**config.mk**
```make
export PLATFORM = sky130hd
export DESIGN_NAME = scc_ctrl
export DESIGN_NICKNAME = d
export VERILOG_FILES = /design/src/design/assert_macros.svh /design/src/design/scc_pkg.sv /design/src/design/scc_ctrl.sv
export SDC_FILE = /design/constraint.sdc
export NUM_CORES = 1
export LEC_CHECK = 0
export BUFFER_PORTS_ARGS = -buffer_cell sky130_fd_sc_hd__buf_2
export CORE_MARGIN = 3
export CORE_UTILIZATION = 39
export CTS_CLUSTER_DIAMETER = 60
export DETAILED_ROUTE_END_ITERATION = 8
export GPL_TIMING_DRIVEN = 0
export HOLD_SLACK_MARGIN = 0.1
export MAX_ROUTING_LAYER = met4
export PLACE_DENSITY = 0.84
export SETUP_SLACK_MARGIN = 0.15
export SYNTH_ARGS = -nofsm -noshare
export SYNTH_HDL_FRONTEND = slang
export SYNTH_SLANG_ARGS = --single-unit
```
**constraint.sdc**
```tcl
create_clock -name aclk -period 1.3 [get_ports aclk]
set_input_delay 0.13 -clock aclk [delete_from_list [all_inputs] [get_ports aclk]]
set_output_delay 0.13 -clock aclk [all_outputs]
set_load 0.05 [all_outputs]
```
**src/design/assert_macros.svh**
```systemverilog
// Assertion macros used by the top level.
`ifndef ASSERT_MACROS_SVH
`define ASSERT_MACROS_SVH
`ifndef SYNTHESIS
`define ASSERT_PROP(label, clk, rstn, prop) \
    label: assert property (@(posedge clk) disable iff (!rstn) (prop)) \
        else $error("assertion failed");
`define ASSERT_NEVER(label, clk, rstn, cond) \
    label: assert property (@(posedge clk) disable iff (!rstn) !(cond)) \
        else $error("assertion failed");
`else
`define ASSERT_PROP(label, clk, rstn, prop)
`define ASSERT_NEVER(label, clk, rstn, cond)
`endif
`endif

```
**src/design/scc_pkg.sv**
```systemverilog
// Types and constants of the strongly connected components block.
`default_nettype none
package scc_pkg;
    localparam int NODE_W = 5;
    localparam int COMP_W = 5;

    typedef logic [NODE_W-1:0] node_t;

    localparam logic [1:0] FUNC_NODE = 2'd0;
    localparam logic [1:0] FUNC_EDGE = 2'd1;
    localparam logic [1:0] FUNC_RUN  = 2'd2;

    typedef struct packed {
        logic [1:0] func;
        node_t      src_node;
        node_t      dst_node;
    } in_word_t;

    typedef struct packed {
        node_t             node_id;
        logic [COMP_W-1:0] component_index;
        logic              last_of_component;
        logic              last_of_run;
        logic              status;
    } out_word_t;

    typedef struct packed {
        logic node_add;
        logic load_read;
        logic load_write;
        logic run_clear;
        logic root_step;
        logic enter_read;
        logic enter_root;
        logic enter_push;
        logic edge_take;
        logic low_from_disc;
        logic pop_emit;
        logic ret_pop;
        logic ret_merge;
        logic flush;
        logic full_emit;
    } cmd_t;

    typedef struct packed {
        logic [1:0] item_func;
        logic       node_ok;
        logic       edge_ok;
        logic       store_full;
        logic       scan_end;
        logic       root_take;
        logic       edge_more;
        logic       w_new;
        logic       w_onstack;
        logic       comp_root;
        logic       pop_match;
        logic       depth_one;
        logic       hold_valid;
        logic       out_free;
        logic       emit_ok;
    } status_t;
endpackage
`default_nettype wire

```
**src/design/scc_ctrl.sv**
```systemverilog
// Sequencer for graph load and the depth-first component search.
`default_nettype none
module scc_ctrl import scc_pkg::*; (
    input  logic    aclk,
    input  logic    aresetn,
    input  logic    s_valid,
    output logic    s_ready,
    input  status_t status,
    output cmd_t    cmd
);
    localparam logic [3:0] ST_IDLE     = 4'd0;
    localparam logic [3:0] ST_LOAD_WR  = 4'd1;
    localparam logic [3:0] ST_FULL_OUT = 4'd2;
    localparam logic [3:0] ST_SCAN     = 4'd3;
    localparam logic [3:0] ST_ENTER    = 4'd4;
    localparam logic [3:0] ST_STEP     = 4'd5;
    localparam logic [3:0] ST_EDGE     = 4'd6;
    localparam logic [3:0] ST_LOW      = 4'd7;
    localparam logic [3:0] ST_POP_A    = 4'd8;
    localparam logic [3:0] ST_POP_B    = 4'd9;
    localparam logic [3:0] ST_RET_A    = 4'd10;
    localparam logic [3:0] ST_RET_B    = 4'd11;
    localparam logic [3:0] ST_FLUSH    = 4'd12;

    logic [3:0] state_reg;
    logic [3:0] state_next;

    always_comb begin
        state_next = state_reg;
        cmd        = '0;
        s_ready    = 1'b0;
        unique case (state_reg)
            ST_IDLE: begin
                s_ready = 1'b1;
                if (s_valid) begin
                    unique case (status.item_func)
                        FUNC_NODE: begin
                            cmd.node_add = status.node_ok;
                        end
                        FUNC_EDGE: begin
                            if (status.edge_ok) begin
                                if (status.store_full) begin
                                    state_next = ST_FULL_OUT;
                                end else begin
                                    cmd.load_read = 1'b1;
                                    state_next    = ST_LOAD_WR;
                                end
                            end
                        end
                        FUNC_RUN: begin
                            cmd.run_clear = 1'b1;
                            state_next    = ST_SCAN;
                        end
                        default: begin
                        end
                    endcase
                end
            end
            ST_LOAD_WR: begin
                cmd.load_write = 1'b1;
                state_next     = ST_IDLE;
            end
            ST_FULL_OUT: begin
                if (status.out_free) begin
                    cmd.full_emit = 1'b1;
                    state_next    = ST_IDLE;
                end
            end
            ST_SCAN: begin
                if (status.scan_end) begin
                    state_next = ST_FLUSH;
                end else begin
                    cmd.root_step = 1'b1;
                    if (status.root_take) begin
                        cmd.enter_read = 1'b1;
                        cmd.enter_root = 1'b1;
                        state_next     = ST_ENTER;
                    end
                end
            end
            ST_ENTER: begin
                cmd.enter_push = 1'b1;
                state_next     = ST_STEP;
            end
            ST_STEP: begin
                priority if (status.edge_more) begin
                    state_next = ST_EDGE;
                end else if (status.comp_root) begin
                    state_next = ST_POP_A;
                end else begin
                    state_next = ST_RET_A;
                end
            end
            ST_EDGE: begin
                cmd.edge_take = 1'b1;
                priority if (status.w_new) begin
                    cmd.enter_read = 1'b1;
                    state_next     = ST_ENTER;
                end else if (status.w_onstack) begin
                    state_next = ST_LOW;
                end else begin
                    state_next = ST_STEP;
                end
            end
            ST_LOW: begin
                cmd.low_from_disc = 1'b1;
                state_next        = ST_STEP;
            end
            ST_POP_A: begin
                state_next = ST_POP_B;
            end
            ST_POP_B: begin
                if (status.emit_ok) begin
                    cmd.pop_emit = 1'b1;
                    state_next   = status.pop_match ? ST_RET_A : ST_POP_A;
                end
            end
            ST_RET_A: begin
                cmd.ret_pop = 1'b1;
                state_next  = status.depth_one ? ST_SCAN : ST_RET_B;
            end
            ST_RET_B: begin
                cmd.ret_merge = 1'b1;
                state_next    = ST_STEP;
            end
            ST_FLUSH: begin
                priority if (!status.hold_valid) begin
                    state_next = ST_IDLE;
                end else if (status.out_free) begin
                    cmd.flush  = 1'b1;
                    state_next = ST_IDLE;
                end
            end
            default: begin
                state_next = ST_IDLE;
            end
        endcase
    end

    always_ff @(posedge aclk) begin
        if (!aresetn) begin
            state_reg <= ST_IDLE;
        end else begin
            state_reg <= state_next;
        end
    end
endmodule
`default_nettype wire

```
==> results of run 1 <==
## timing repair
action,CTS
pin swaps,15
cloned,0
resized for setup,50
setup endpoints to repair,20
buffers inserted,12
## metrics by stage
stage / hold slack (ns) / instances / setup slack [ns]
CTS: 0.138 / 143 / -0.361
detailed placement: 0.406 / 127 / -0.351
global placement: 0.402 / 127 / -0.283
floorplan: 0.248 / 78 / -0.789
## kinds of logic after synthesis
group | after synthesis | synth area share
AOI/OAI and AO/OA | 18 | 0.248
muxes | 1 | 0.0180
buffers and inverters | 8 | 0.0781
DFF | 4 | 0.128
and+or+nand+nor | 47 | 0.527
==> tab_implementation.tex, run 1 <==
\begin{tabular}{lr}
\hline
Metric & Value \\
\hline
\multicolumn{2}{l}{\textbf{Clock network}} \\
Number of buffers added by the clock tree synthesis step & 3 \\
Root buf cell & sky130\_fd\_sc\_hd\_\_clkbuf\_4 \\
Post-CTS Hold Fix Bufs & 0 \\
Number of H-tree levels & 1 \\
Worst-case clock buffer depth & 2 \\
CTS Sinks & 4 \\
\multicolumn{2}{l}{\textbf{Synth}} \\
Synthesized netlist net count & 97 \\
Distinct cells, synth & 46 \\
Cells after Synth & 78 \\
Warnings from Yosys & 0 \\
Top FF cell, synth & sky130\_fd\_sc\_hd\_\_dfxtp\_1 \\
Top area cells in the synthesized netlist & sky130\_fd\_sc\_hd\_\_dfxtp\_1, sky130\_fd\_sc\_hd\_\_and2b\_1, sky130\_fd\_sc\_hd\_\_nand2\_1, sky130\_fd\_sc\_hd\_\_buf\_4, sky130\_fd\_sc\_hd\_\_nor2\_1 \\
Most numerous cell in the Yosys netlist & sky130\_fd\_sc\_hd\_\_nand2\_1 \\
Register bit count reported by yosys & 4 \\
Portion of synthesized cell area occupied by the leading cell type & 0.128 \\
Area of the mapped netlist & 624 µm² \\
Post-synthesis cell type with the largest combined area & sky130\_fd\_sc\_hd\_\_dfxtp\_1 \\
Fraction of the yosys area taken by sequential cells & 0.128 \\
Commonest cells in the synthesized netlist & sky130\_fd\_sc\_hd\_\_nand2\_1, sky130\_fd\_sc\_hd\_\_nor2\_1 \\
Post-synthesis async set-or-reset flop share & 0 \\
EDFF count, synth & 0 \\
Syn\_area\_per\_cell & 8.00 µm² \\
\multicolumn{2}{l}{\textbf{Floorplanning}} \\
Site Rows & 13 \\
Number of primary I/O pins & 35 \\
Width of the die & 46.0 µm \\
Initial core utilization & 0.446 \\
Die height & 46.0 µm \\
\multicolumn{2}{l}{\textbf{Place}} \\
Dpl hpwl & 1.68 mm \\
Instance area at placement & 967 µm² \\
Final weighted congestion in routability-driven placement & 0.843 \\
\# port buffers & 34 \\
\multicolumn{2}{l}{\textbf{STA}} \\
Crit. endpoint post-GRT repair & cmd[14] \\
Worst-path endpoint category & primary output \\
\multicolumn{2}{l}{\textbf{Global route}} \\
Largest net degree at the start of global routing & 11 \\
\multicolumn{2}{l}{\textbf{Outcome}} \\
Failing step & global routing (5\_1\_grt) \\
Result of the run & did not finish \\
Tool error message & [ERROR DPL-0038] Utilization greater than 100\%, impossible to legalize \\
\hline
\end{tabular}
==> run 2: changes to the inputs <==
==> config.mk (replaced) <==
export PLATFORM = sky130hd
export DESIGN_NAME = scc_ctrl
export DESIGN_NICKNAME = d
export VERILOG_FILES = /design/src/design/assert_macros.svh /design/src/design/scc_pkg.sv /design/src/design/scc_ctrl.sv
export SDC_FILE = /design/constraint.sdc
export NUM_CORES = 1
export LEC_CHECK = 0
export BUFFER_PORTS_ARGS = -buffer_cell sky130_fd_sc_hd__buf_2
export CORE_AREA = 3 3 64 66
export DETAILED_ROUTE_END_ITERATION = 8
export DIE_AREA = 0 0 67 69
export GPL_TIMING_DRIVEN = 0
export PLACE_DENSITY_LB_ADDON = 0.15
export SYNTH_ARGS = -nofsm -noshare
export SYNTH_HDL_FRONTEND = slang
export SYNTH_SLANG_ARGS = --single-unit
==> constraint.sdc (replaced) <==
create_clock -name aclk -period 1.7 [get_ports aclk]
set_input_delay 0.17 -clock aclk [delete_from_list [all_inputs] [get_ports aclk]]
set_output_delay 0.17 -clock aclk [all_outputs]
set_load 0.05 [all_outputs]
==> run 2 against run 1 <==
Against the previous run:
- the flow now finishes without violations
- synthesized cell count stayed put
- area after synthesis stayed put
==> tab_implementation.tex, run 2 <==
\begin{tabular}{lr}
\hline
Metric & Value \\
\hline
\multicolumn{2}{l}{\textbf{Outcome}} \\
Result of the run & finished clean \\
\multicolumn{2}{l}{\textbf{Synth}} \\
Top area cells in the synthesized netlist & sky130\_fd\_sc\_hd\_\_dfxtp\_1, sky130\_fd\_sc\_hd\_\_and2b\_1, sky130\_fd\_sc\_hd\_\_nand2\_1, sky130\_fd\_sc\_hd\_\_buf\_4, sky130\_fd\_sc\_hd\_\_nor2\_1 \\
Fraction of the yosys area taken by sequential cells & 0.128 \\
Portion of synthesized cell area occupied by the leading cell type & 0.128 \\
Commonest cells in the synthesized netlist & sky130\_fd\_sc\_hd\_\_nand2\_1, sky130\_fd\_sc\_hd\_\_nor2\_1 \\
Top FF cell, synth & sky130\_fd\_sc\_hd\_\_dfxtp\_1 \\
Register bit count reported by yosys & 4 \\
Warnings from Yosys & 0 \\
Most numerous cell in the Yosys netlist & sky130\_fd\_sc\_hd\_\_nand2\_1 \\
Distinct cells, synth & 46 \\
Post-synthesis async set-or-reset flop share & 0 \\
Area of the mapped netlist & 624 µm² \\
Syn\_area\_per\_cell & 8.00 µm² \\
Cells after Synth & 78 \\
Synthesized netlist net count & 97 \\
Post-synthesis cell type with the largest combined area & sky130\_fd\_sc\_hd\_\_dfxtp\_1 \\
EDFF count, synth & 0 \\
\multicolumn{2}{l}{\textbf{Worst setup path}} \\
Worst-path fanout max & 3 \\
Worst r2r dst & state\_reg[1]\$\_SDFFE\_PN0P\_ \\
Standard cell with the maximum stage delay on the critical path & sky130\_fd\_sc\_hd\_\_dfxtp\_4 \\
Critical path launch point type & flop \\
Cell family contributing the most delay on the critical path & simple AND/OR/NAND/NOR gates \\
Type of the worst setup path & reg2out \\
Worst R2R Setup Slack & 0.17 ns \\
Number of buffer and inverter instances along the worst setup path & 1 \\
Cells traversed along the worst timing path & nor4\_4 > nand2\_2 > nor4b\_4 > buf\_6 \\
Largest stage delay on the critical path & 0.35 ns \\
Worst reg2reg path depth & 5 \\
Required @ worst endpoint & 1.53 ns \\
Crit path arrival time & 1.48 ns \\
Launch point of the worst reg-to-reg path & state\_reg[1]\$\_SDFFE\_PN0P\_ \\
Worst setup EP type & output pin \\
\multicolumn{2}{l}{\textbf{Global route}} \\
Residual overflow from global routing & 0 \\
GR Util All Layers & 0.102 \\
Wire length of the first global-routing pass & 3.69 mm \\
Largest net degree at the start of global routing & 11 \\
Vias in the first global route & 780 \\
Number of antenna violations at the first check in global routing & 0 \\
\multicolumn{2}{l}{\textbf{Layout}} \\
Highest-count cells in the layout ignoring fill and taps & sky130\_fd\_sc\_hd\_\_buf\_2, sky130\_fd\_sc\_hd\_\_buf\_4, sky130\_fd\_sc\_hd\_\_buf\_6, sky130\_fd\_sc\_hd\_\_nand2\_1 \\
Layout cells sized above 1 & 0.656 \\
FF+latch area & 92.6 µm² \\
Leading cell type in the layout, fill and taps excluded & sky130\_fd\_sc\_hd\_\_buf\_2 \\
Number of filler cells placed in the layout & 410 \\
Area added between synthesis and finish & 74.1\% \\
Total inserted antenna cells & 0 \\
Max FFs per register & 4 \\
Area of combinational cells with multiple inputs & 584 µm² \\
Number of nets at the end of the flow & 142 \\
\multicolumn{2}{l}{\textbf{STA}} \\
Max-Slew Margin vs Limit & 0.824 \\
Number of setup violations in the final report & 0 \\
Final Max Tran Viols & 0 \\
Number of hold violations in the final report & 0 \\
Maximum frequency from static timing analysis & 607 MHz \\
Slew at the pin with the worst max-slew slack & 0.262 ns \\
Hold slack final & 0.230 ns \\
Final critical-path required period & 1.65 ns \\
Setup repair after global routing missed its margin & true \\
Least setup slack across all paths after layout & 0.0524 ns \\
Period utilisation layout & 0.969 \\
Post-route clock skew & 0.000784 ns \\
\multicolumn{2}{l}{\textbf{Detailed routing}} \\
1st-pass router iterations & 4 \\
DR top layer & met3 \\
Per-cell via count in the routed design & 4.39 \\
\# DRC & 0 \\
Total via count after detailed routing & 747 \\
Metal1 wirelength & 973 µm \\
Routed wire length & 2.18 mm \\
Routed wire length on met2 & 1.10 mm \\
Routed met3 length & 103 µm \\
Antenna Violating Nets Remaining & 0 \\
DRC violation total after the first TritonRoute iteration & 15 \\
Routed wire per std cell & 12.8 µm \\
\multicolumn{2}{l}{\textbf{Power}} \\
Switching power summed over all nets & 0.195 mW \\
Switch share & 0.346 \\
Power density over the cells & 517 nW/µm² \\
Total chip power & 0.563 mW \\
Relative contribution of the clock network to total power & 0.374 \\
Portion of total power attributed to sequential cells & 0.188 \\
Maximum resistive drop on vdd & 275 µV \\
Lkg Pwr & 0.528 nW \\
Fraction of power consumed by combinational cells & 0.438 \\
Internal power & 0.368 mW \\
\multicolumn{2}{l}{\textbf{Place}} \\
Worst setup slack before clock tree synthesis & 0.0623 ns \\
Dpl hpwl & 1.75 mm \\
Final weighted congestion in routability-driven placement & 0.755 \\
\# port buffers & 34 \\
\multicolumn{2}{l}{\textbf{Hold path}} \\
Hold endpoint & state\_reg[1]\$\_SDFFE\_PN0P\_ \\
Hold Path Origin & aresetn \\
Number of stages on the worst hold path & 3 \\
Kind of path behind the tightest hold check & in2reg \\
\multicolumn{2}{l}{\textbf{Clock network}} \\
Worst-case clock buffer depth & 2 \\
Root buf cell & sky130\_fd\_sc\_hd\_\_clkbuf\_8 \\
CTS Sinks & 4 \\
TritonCTS clock tree & built \\
Reg clk slew, reported paths & 0.03 ns \\
Number of buffers added by the clock tree synthesis step & 3 \\
Number of H-tree levels & 1 \\
Insertion delay of the later-clocked pin in the worst-skew pair & 0.22 ns \\
Post-CTS Hold Fix Bufs & 0 \\
\multicolumn{2}{l}{\textbf{Floorplanning}} \\
Core area & 3630 µm² \\
Floorplan die area & 4620 µm² \\
Site Rows & 22 \\
Number of primary I/O pins & 35 \\
Width of the die & 67 µm \\
Initial core utilization & 0.172 \\
Die height & 69 µm \\
\multicolumn{2}{l}{\textbf{Job}} \\
Max-cap violations & 0 \\
\hline
\end{tabular}
run 2: cell counts after synthesis:
No cell type changed its count.
run 2: logic make-up (layout without fill, tap and decap cells):
kind of cell,count (synthesis),after routing,synth area share
flops,4,4,0.128
mux,1,1,0.0180
simple gates,47,47,0.527
compound gates,18,18,0.248
buf+inv,8,52,0.0781
run 2: per-stage QoR:
step           cell area, µm²  setup TNS (ns)   util  cells
5_1_grt                  1090         -0.0343  0.299    170
6_report                 1090               0  0.299    170
3_3_place_gp              942               0  0.259    160
3_5_place_dp              942               0  0.259    160
2_1_floorplan             712           -1.52      -     78
4_1_cts                  1070               0  0.294    170
run 2: what timing repair did:
item,in CTS,in global routing
pin swaps,3,4
setup endpoints to repair,8,6
gates resized for setup,12,6
buffers inserted,6,0
run 2: worst max-delay path by stage:
stage	startpoint	endpoint	slack (ns)	cells after the start
finish	state_reg[0]$_SDFFE_PN0P_	cmd[14]	0.05	4
floorplan	state_reg[1]$_SDFFE_PN0P_	cmd[14]	-0.43	3
CTS	state_reg[1]$_SDFFE_PN0P_	cmd[13]	0.002	4
detailed placement	state_reg[3]$_SDFFE_PN0P_	cmd[14]	0.06	4
global placement	state_reg[3]$_SDFFE_PN0P_	cmd[13]	0.09	4
global route	state_reg[0]$_SDFFE_PN0P_	cmd[14]	-0.03	4
run 2: power by group through the flow:
stage	registers [mW]	logic (mW)	clock network, mW
CTS	0.106	0.247	0.217
floorplan	0.106	0.155	0
finish	0.106	0.246	0.210
global route	0.107	0.266	0.224
detailed placement	0.108	0.220	0
global placement	0.107	0.220	0
run 2: layout make-up:
class	instances	share of cell area
well taps	48	0.0552
clock buffers	4	0.0414
flip-flops and latches	4	0.0852
multi-input cells	66	0.537
inverters	4	0.0138
repair buffers	40	0.226
plain buffers	4	0.0414
run 2: worst min-delay path, cell delays in order:
cell and delay (ns):
sky130_fd_sc_hd__buf_2 0.13, sky130_fd_sc_hd__inv_1 0.06, sky130_fd_sc_hd__a221oi_2 0.04
run 2: routing by layer:
metal	vias up	GRT usage
li1	380	-
met1	344	0.131
met2	23	0.174
met3	0	0.0212
met4	0	0.0203
met5	-	0
Note: power is estimated with default switching activity, not from simulation.
==> run 3: changes to the inputs <==
--- a/config.mk
+++ b/config.mk
@@ -5,6 +5,7 @@
 export SDC_FILE = /design/constraint.sdc
 export NUM_CORES = 1
 export LEC_CHECK = 0
+export ABC_AREA = 1
 export BUFFER_PORTS_ARGS = -buffer_cell sky130_fd_sc_hd__buf_2
 export CORE_AREA = 3 3 64 66
 export DETAILED_ROUTE_END_ITERATION = 8
==> run 3 against run 2 <==
Against the previous run:
- clock skew grew 0.00058 ns
- die area unchanged
- worst setup slack gained 0.063 ns
- combinational power shrank 33%
- non-clock buffer count is 10 lower
- critical path depth is 2 higher
- wire length down 19%
- sequential power about the same
- largest cell class unchanged
==> tab_implementation.tex, run 3 <==
\begin{tabular}{lr}
\hline
Metric & Value \\
\hline
\multicolumn{2}{l}{\textbf{Worst setup path}} \\
Worst setup EP type & output pin \\
Worst setup path endpoint & cmd[13] \\
Type of the worst setup path & reg2out \\
Worst reg2reg path depth & 9 \\
Worst r2r dst & state\_reg[2]\$\_SDFFE\_PN0P\_ \\
Worst-path fanout max & 4 \\
Critical path startpoint & state\_reg[0]\$\_SDFFE\_PN0P\_ \\
Crit path arrival time & 1.41 ns \\
Worst R2R Setup Slack & 0.31 ns \\
Critical path launch point type & flop \\
Required @ worst endpoint & 1.53 ns \\
Launch point of the worst reg-to-reg path & state\_reg[3]\$\_SDFFE\_PN0P\_ \\
\multicolumn{2}{l}{\textbf{Place}} \\
Dpl hpwl & 1.58 mm \\
Worst setup slack before clock tree synthesis & 0.166 ns \\
\# port buffers & 34 \\
Final weighted congestion in routability-driven placement & 0.722 \\
Cells after DPL & 185 \\
\multicolumn{2}{l}{\textbf{STA}} \\
Least setup slack across all paths after layout & 0.115 ns \\
Final Max Tran Viols & 0 \\
Max-Slew Margin vs Limit & 0.831 \\
Maximum frequency from static timing analysis & 631 MHz \\
Number of setup violations in the final report & 0 \\
Setup repair after global routing missed its margin & false \\
Slew at the pin with the worst max-slew slack & 0.254 ns \\
Period utilisation layout & 0.932 \\
Number of hold violations in the final report & 0 \\
Post-route clock skew & 0.00136 ns \\
Final critical-path required period & 1.58 ns \\
\multicolumn{2}{l}{\textbf{Layout}} \\
Max FFs per register & 4 \\
Non-filler cells in the finished layout & 188 \\
Total inserted antenna cells & 0 \\
Number of nets at the end of the flow & 161 \\
Area added between synthesis and finish & 66.1\% \\
Leading cell type in the layout, fill and taps excluded & sky130\_fd\_sc\_hd\_\_buf\_2 \\
Highest-count cells in the layout ignoring fill and taps & sky130\_fd\_sc\_hd\_\_buf\_2, sky130\_fd\_sc\_hd\_\_nand2\_1, sky130\_fd\_sc\_hd\_\_inv\_1 \\
Layout cells sized above 1 & 0.414 \\
\multicolumn{2}{l}{\textbf{Clock network}} \\
Number of post-CTS setup repair buffers & 0 \\
Number of H-tree levels & 1 \\
Reg clk slew, reported paths & 0.03 ns \\
TritonCTS clock tree & built \\
Insertion delay of the later-clocked pin in the worst-skew pair & 0.21 ns \\
Root buf cell & sky130\_fd\_sc\_hd\_\_clkbuf\_8 \\
Post-CTS Hold Fix Bufs & 0 \\
Worst-case clock buffer depth & 2 \\
CTS Sinks & 4 \\
Number of buffers added by the clock tree synthesis step & 3 \\
\multicolumn{2}{l}{\textbf{Synth}} \\
Top area cells in the synthesized netlist & sky130\_fd\_sc\_hd\_\_nand2\_1, sky130\_fd\_sc\_hd\_\_inv\_1, sky130\_fd\_sc\_hd\_\_dfxtp\_1, sky130\_fd\_sc\_hd\_\_nor2\_1, sky130\_fd\_sc\_hd\_\_nand3\_1 \\
EDFF count, synth & 0 \\
Warnings from Yosys & 0 \\
Portion of synthesized cell area occupied by the leading cell type & 0.174 \\
Post-synthesis cell type with the largest combined area & sky130\_fd\_sc\_hd\_\_nand2\_1 \\
Top FF cell, synth & sky130\_fd\_sc\_hd\_\_dfxtp\_1 \\
Area of the mapped netlist & 517 µm² \\
Register bit count reported by yosys & 4 \\
Post-synthesis async set-or-reset flop share & 0 \\
Commonest cells in the synthesized netlist & sky130\_fd\_sc\_hd\_\_nand2\_1, sky130\_fd\_sc\_hd\_\_inv\_1, sky130\_fd\_sc\_hd\_\_nor2\_1 \\
Distinct cells, synth & 15 \\
Syn\_area\_per\_cell & 5.02 µm² \\
Fraction of the yosys area taken by sequential cells & 0.155 \\
Most numerous cell in the Yosys netlist & sky130\_fd\_sc\_hd\_\_nand2\_1 \\
Synthesized netlist net count & 122 \\
Cells after Synth & 103 \\
\multicolumn{2}{l}{\textbf{Floorplanning}} \\
Site Rows & 22 \\
Initial core utilization & 0.142 \\
Number of primary I/O pins & 35 \\
Core area & 3630 µm² \\
Die height & 69 µm \\
Width of the die & 67 µm \\
Floorplan die area & 4620 µm² \\
\multicolumn{2}{l}{\textbf{Power}} \\
Maximum resistive drop on vdd & 229 µV \\
Power density over the cells & 540 nW/µm² \\
Lkg Pwr & 0.484 nW \\
Total chip power & 0.464 mW \\
\multicolumn{2}{l}{\textbf{Detailed routing}} \\
\# DRC & 0 \\
Per-cell via count in the routed design & 3.83 \\
Total via count after detailed routing & 720 \\
1st-pass router iterations & 4 \\
Routed wire length & 1.75 mm \\
Routed wire per std cell & 9.32 µm \\
DRC violation total after the first TritonRoute iteration & 14 \\
Antenna Violating Nets Remaining & 0 \\
\multicolumn{2}{l}{\textbf{Global route}} \\
GR Util All Layers & 0.0804 \\
Wire length of the first global-routing pass & 2.99 mm \\
Vias in the first global route & 714 \\
Residual overflow from global routing & 0 \\
Number of antenna violations at the first check in global routing & 0 \\
Largest net degree at the start of global routing & 7 \\
\multicolumn{2}{l}{\textbf{Hold path}} \\
Number of stages on the worst hold path & 3 \\
Kind of path behind the tightest hold check & in2reg \\
\multicolumn{2}{l}{\textbf{Job}} \\
Max-cap violations & 0 \\
\multicolumn{2}{l}{\textbf{Outcome}} \\
Result of the run & finished clean \\
\hline
\end{tabular}
-- run 3: changes by cell type in the layout (fill, tap and decap cells not counted), sizes merged, moves of 3 or more --
cell    previous run  this run
nand2b             3         0
o21ai              5         1
buf               42        34
inv                4        23
nand3              3        10
a21oi              2         7
clkbuf             6         3
nand2              9        26
and2b              5         0
nor2               6        24
-- run 3: worst max-delay path: stages (launching register included) --
cell	delay, ns
sky130_fd_sc_hd__dfxtp_1	0.34
sky130_fd_sc_hd__nor2_2	0.18
sky130_fd_sc_hd__nand2_2	0.11
sky130_fd_sc_hd__clkinvlp_4	0.10
sky130_fd_sc_hd__nand2_1	0.10
sky130_fd_sc_hd__nor3_4	0.20
sky130_fd_sc_hd__buf_6	0.18
-- run 3: power breakdown --
part	internal [mW]	leakage, nW	switching, mW
Clock	0.150	0.0216	0.0423
Sequential	0.0998	0.0334	0.00672
Combinational	0.0517	0.429	0.113
Total	0.302	0.484	0.162
-- run 3: what timing repair did --
action	in CTS	in global routing
endpoints found under the setup margin	1	5
resized for setup	3	10
pin swaps	0	1
-- run 3: area by class of cell --
cell class	count	area (µm²)
fill	432	2780
inverter	24	93.8
sequential	4	82.6
clock buffer	3	41.3
tap	48	60.1
timing repair buffer	34	188
multi-input combinational	75	393
-- run 3: cells by family after synthesis --
logic type,after synthesis,synth area share
buffers and inverters,24,0.174
and+or+nand+nor,65,0.554
AOI/OAI and AO/OA,10,0.116
DFF,4,0.155
-- run 3: how the worst min path moves through the flow --
stage | from | endpoint | slack [ns]
floorplan | aresetn | state_reg[0]$_SDFFE_PN0P_ | 0.34
global placement | aresetn | state_reg[0]$_SDFFE_PN0P_ | 0.46
detailed placement | aresetn | state_reg[2]$_SDFFE_PN0P_ | 0.47
CTS | aresetn | state_reg[2]$_SDFFE_PN0P_ | 0.25
global route | aresetn | state_reg[0]$_SDFFE_PN0P_ | 0.29
finish | aresetn | state_reg[2]$_SDFFE_PN0P_ | 0.25
-- run 3: stage by stage --
stage | hold WS, ns | utilization | setup TNS (ns) | area (µm²)
after floorplan | 0.341 | - | -0.554 | 559
after global placement | 0.460 | 0.217 | 0 | 790
after CTS | 0.254 | 0.231 | 0 | 841
after global routing | 0.291 | 0.236 | 0 | 858
after detailed placement | 0.474 | 0.217 | 0 | 790
final | 0.250 | 0.236 | 0 | 858
-- run 3: per-layer routing --
layer	vias to the layer above	routed length, µm	global-route usage
met2	26	797	0.128
met3	0	148	0.0244
li1	393	-	-
met4	0	0	0.0203
met1	301	807	0.104
met5	-	0	0
==> run 4: changes to the inputs <==
--- a/config.mk
+++ b/config.mk
@@ -7,6 +7,8 @@
 export LEC_CHECK = 0
 export ABC_AREA = 1
 export BUFFER_PORTS_ARGS = -buffer_cell sky130_fd_sc_hd__buf_2
+export CELL_PAD_IN_SITES_DETAIL_PLACEMENT = 0
+export CELL_PAD_IN_SITES_GLOBAL_PLACEMENT = 2
 export CORE_AREA = 3 3 64 66
 export DETAILED_ROUTE_END_ITERATION = 8
 export DIE_AREA = 0 0 67 69
==> run 4 against run 3 <==
Against the previous run:
- largest cell class unchanged
- final area increased by 1.2%
- worst setup slack improved by 0.016 ns
- power increased by 2.1%
- worst hold slack got worse by 0.010 ns
==> tab_implementation.tex, run 4 (same netlist as run 3, synthesis figures left out) <==
\begin{tabular}{lr}
\hline
Metric & Value \\
\hline
\multicolumn{2}{l}{\textbf{Power}} \\
Switching power summed over all nets & 0.169 mW \\
Power density over the cells & 545 nW/µm² \\
Fraction of power consumed by combinational cells & 0.355 \\
Portion of total power attributed to sequential cells & 0.229 \\
Maximum resistive drop on vdd & 211 µV \\
Switch share & 0.358 \\
Relative contribution of the clock network to total power & 0.417 \\
Lkg Pwr & 0.489 nW \\
Internal power & 0.304 mW \\
\multicolumn{2}{l}{\textbf{Clock network}} \\
Root buf cell & sky130\_fd\_sc\_hd\_\_clkbuf\_8 \\
CTS Sinks & 4 \\
Reg clk slew, reported paths & 0.03 ns \\
Worst-case clock buffer depth & 2 \\
Insertion delay of the later-clocked pin in the worst-skew pair & 0.21 ns \\
TritonCTS clock tree & built \\
Number of buffers added by the clock tree synthesis step & 3 \\
Number of H-tree levels & 1 \\
Post-CTS Hold Fix Bufs & 0 \\
\multicolumn{2}{l}{\textbf{Layout}} \\
Number of filler cells placed in the layout & 459 \\
Total inserted antenna cells & 0 \\
Leading cell type in the layout, fill and taps excluded & sky130\_fd\_sc\_hd\_\_buf\_2 \\
Area added between synthesis and finish & 68.0\% \\
Layout cells sized above 1 & 0.433 \\
Non-filler cells in the finished layout & 189 \\
Highest-count cells in the layout ignoring fill and taps & sky130\_fd\_sc\_hd\_\_buf\_2, sky130\_fd\_sc\_hd\_\_nand2\_1, sky130\_fd\_sc\_hd\_\_inv\_1 \\
Max FFs per register & 4 \\
Final non-filler cell area & 868 µm² \\
Number of nets at the end of the flow & 162 \\
\multicolumn{2}{l}{\textbf{Worst setup path}} \\
Critical path launch point type & flop \\
Crit path arrival time & 1.40 ns \\
Worst-path fanout max & 5 \\
Required @ worst endpoint & 1.53 ns \\
Worst setup EP type & output pin \\
Worst r2r dst & state\_reg[2]\$\_SDFFE\_PN0P\_ \\
Type of the worst setup path & reg2out \\
Worst reg2reg path depth & 9 \\
Worst R2R Setup Slack & 0.33 ns \\
Launch point of the worst reg-to-reg path & state\_reg[3]\$\_SDFFE\_PN0P\_ \\
\multicolumn{2}{l}{\textbf{Place}} \\
\# port buffers & 34 \\
Cells after DPL & 185 \\
Instance area at placement & 790 µm² \\
Dpl hpwl & 1.64 mm \\
Final weighted congestion in routability-driven placement & 0.709 \\
\multicolumn{2}{l}{\textbf{STA}} \\
Post-route clock skew & 0.000807 ns \\
Maximum frequency from static timing analysis & 637 MHz \\
Sum of negative setup slack & 0 ns \\
Max-Slew Margin vs Limit & 0.832 \\
Final critical-path required period & 1.57 ns \\
Slew at the pin with the worst max-slew slack & 0.254 ns \\
Period utilisation layout & 0.923 \\
Setup repair after global routing missed its margin & false \\
Hold slack final & 0.240 ns \\
Number of setup violations in the final report & 0 \\
Final Max Tran Viols & 0 \\
Number of hold violations in the final report & 0 \\
\multicolumn{2}{l}{\textbf{Global route}} \\
Largest net degree at the start of global routing & 7 \\
Wire length of the first global-routing pass & 3.23 mm \\
GR Util All Layers & 0.0882 \\
Residual overflow from global routing & 0 \\
Vias in the first global route & 766 \\
Number of antenna violations at the first check in global routing & 0 \\
\multicolumn{2}{l}{\textbf{Detailed routing}} \\
DRC violation total after the first TritonRoute iteration & 21 \\
\# DRC & 0 \\
1st-pass router iterations & 4 \\
Total via count after detailed routing & 730 \\
Routed wire length & 1.84 mm \\
Per-cell via count in the routed design & 3.86 \\
Antenna Violating Nets Remaining & 0 \\
Routed wire per std cell & 9.72 µm \\
\multicolumn{2}{l}{\textbf{Floorplanning}} \\
Number of primary I/O pins & 35 \\
Core area & 3630 µm² \\
Initial core utilization & 0.142 \\
Die height & 69 µm \\
Floorplan die area & 4620 µm² \\
Width of the die & 67 µm \\
Site Rows & 22 \\
\multicolumn{2}{l}{\textbf{Hold path}} \\
Hold endpoint & state\_reg[2]\$\_SDFFE\_PN0P\_ \\
Number of stages on the worst hold path & 3 \\
Hold Path Origin & aresetn \\
Kind of path behind the tightest hold check & in2reg \\
\multicolumn{2}{l}{\textbf{Outcome}} \\
Result of the run & finished clean \\
\multicolumn{2}{l}{\textbf{Job}} \\
Max-cap violations & 0 \\
\hline
\end{tabular}
-- run 4: changes by cell type in the layout (fill, tap and decap cells not counted), sizes merged --
cell and change:
clkbuf +1
-- run 4: how the worst max path moves through the flow --
stage / slack, ns / depth (start not counted) / to / start
detailed placement: 0.14 / 6 / cmd[13] / state_reg[1]$_SDFFE_PN0P_
CTS: 0.03 / 6 / cmd[13] / state_reg[2]$_SDFFE_PN0P_
global route: 0.001 / 7 / cmd[9] / state_reg[1]$_SDFFE_PN0P_
finish: 0.13 / 7 / cmd[9] / state_reg[1]$_SDFFE_PN0P_
global placement: 0.12 / 6 / cmd[13] / state_reg[0]$_SDFFE_PN0P_
floorplan: -0.14 / 4 / cmd[12] / state_reg[0]$_SDFFE_PN0P_
-- run 4: timing repair --
action,CTS,global route
resized for setup,4,7
pin swaps,0,1
setup buffers,0,1
endpoints found under the hold margin,0,0
endpoints found under the setup margin,1,5
-- run 4: metal layers --
metal | share of wire | vias up | global-route usage
met5 | 0 | - | 0
met4 | 0.010 | 0 | 0.0270
met3 | 0.070 | 2 | 0.0212
met2 | 0.50 | 20 | 0.153
met1 | 0.42 | 315 | 0.104
li1 | - | 393 | -
-- run 4: cell type report --
| cell class | count | area, µm² | share of cell area |
|---|---|---|---|
| Tap cell | 48 | 60.1 | 0.0692 |
| Inverter | 24 | 93.8 | 0.108 |
| Multi-Input combinational cell | 75 | 400 | 0.461 |
| Sequential cell | 4 | 83.8 | 0.0965 |
| Timing Repair Buffer | 35 | 189 | 0.218 |
| Clock buffer | 3 | 41.3 | 0.0476 |
-- run 4: per-stage QoR --
step	utilization	power [mW]	worst slack (ns)
2_1_floorplan	-	0.219	-0.144
3_3_place_gp	0.217	0.272	0.125
3_5_place_dp	0.217	0.272	0.143
4_1_cts	0.232	0.477	0.0348
5_1_grt	0.239	0.508	0.00124
6_report	0.239	0.473	0.131
-- run 4: power by group through the flow --
| stage | logic, mW | registers [mW] | clock network, mW |
|---|---|---|---|
| CTS | 0.168 | 0.106 | 0.203 |
| global placement | 0.165 | 0.107 | 0 |
| global route | 0.188 | 0.110 | 0.211 |
| finish | 0.168 | 0.108 | 0.197 |
| floorplan | 0.114 | 0.105 | 0 |
| detailed placement | 0.166 | 0.107 | 0 |
-- run 4: worst max-delay path, stage by stage (launching register included) --
cell	delay, ns
sky130_fd_sc_hd__dfxtp_2	0.38
sky130_fd_sc_hd__nand2_1	0.11
sky130_fd_sc_hd__inv_1	0.08
sky130_fd_sc_hd__nand2_1	0.11
sky130_fd_sc_hd__nor2_4	0.10
sky130_fd_sc_hd__inv_1	0.08
sky130_fd_sc_hd__o22ai_2	0.10
sky130_fd_sc_hd__buf_4	0.21
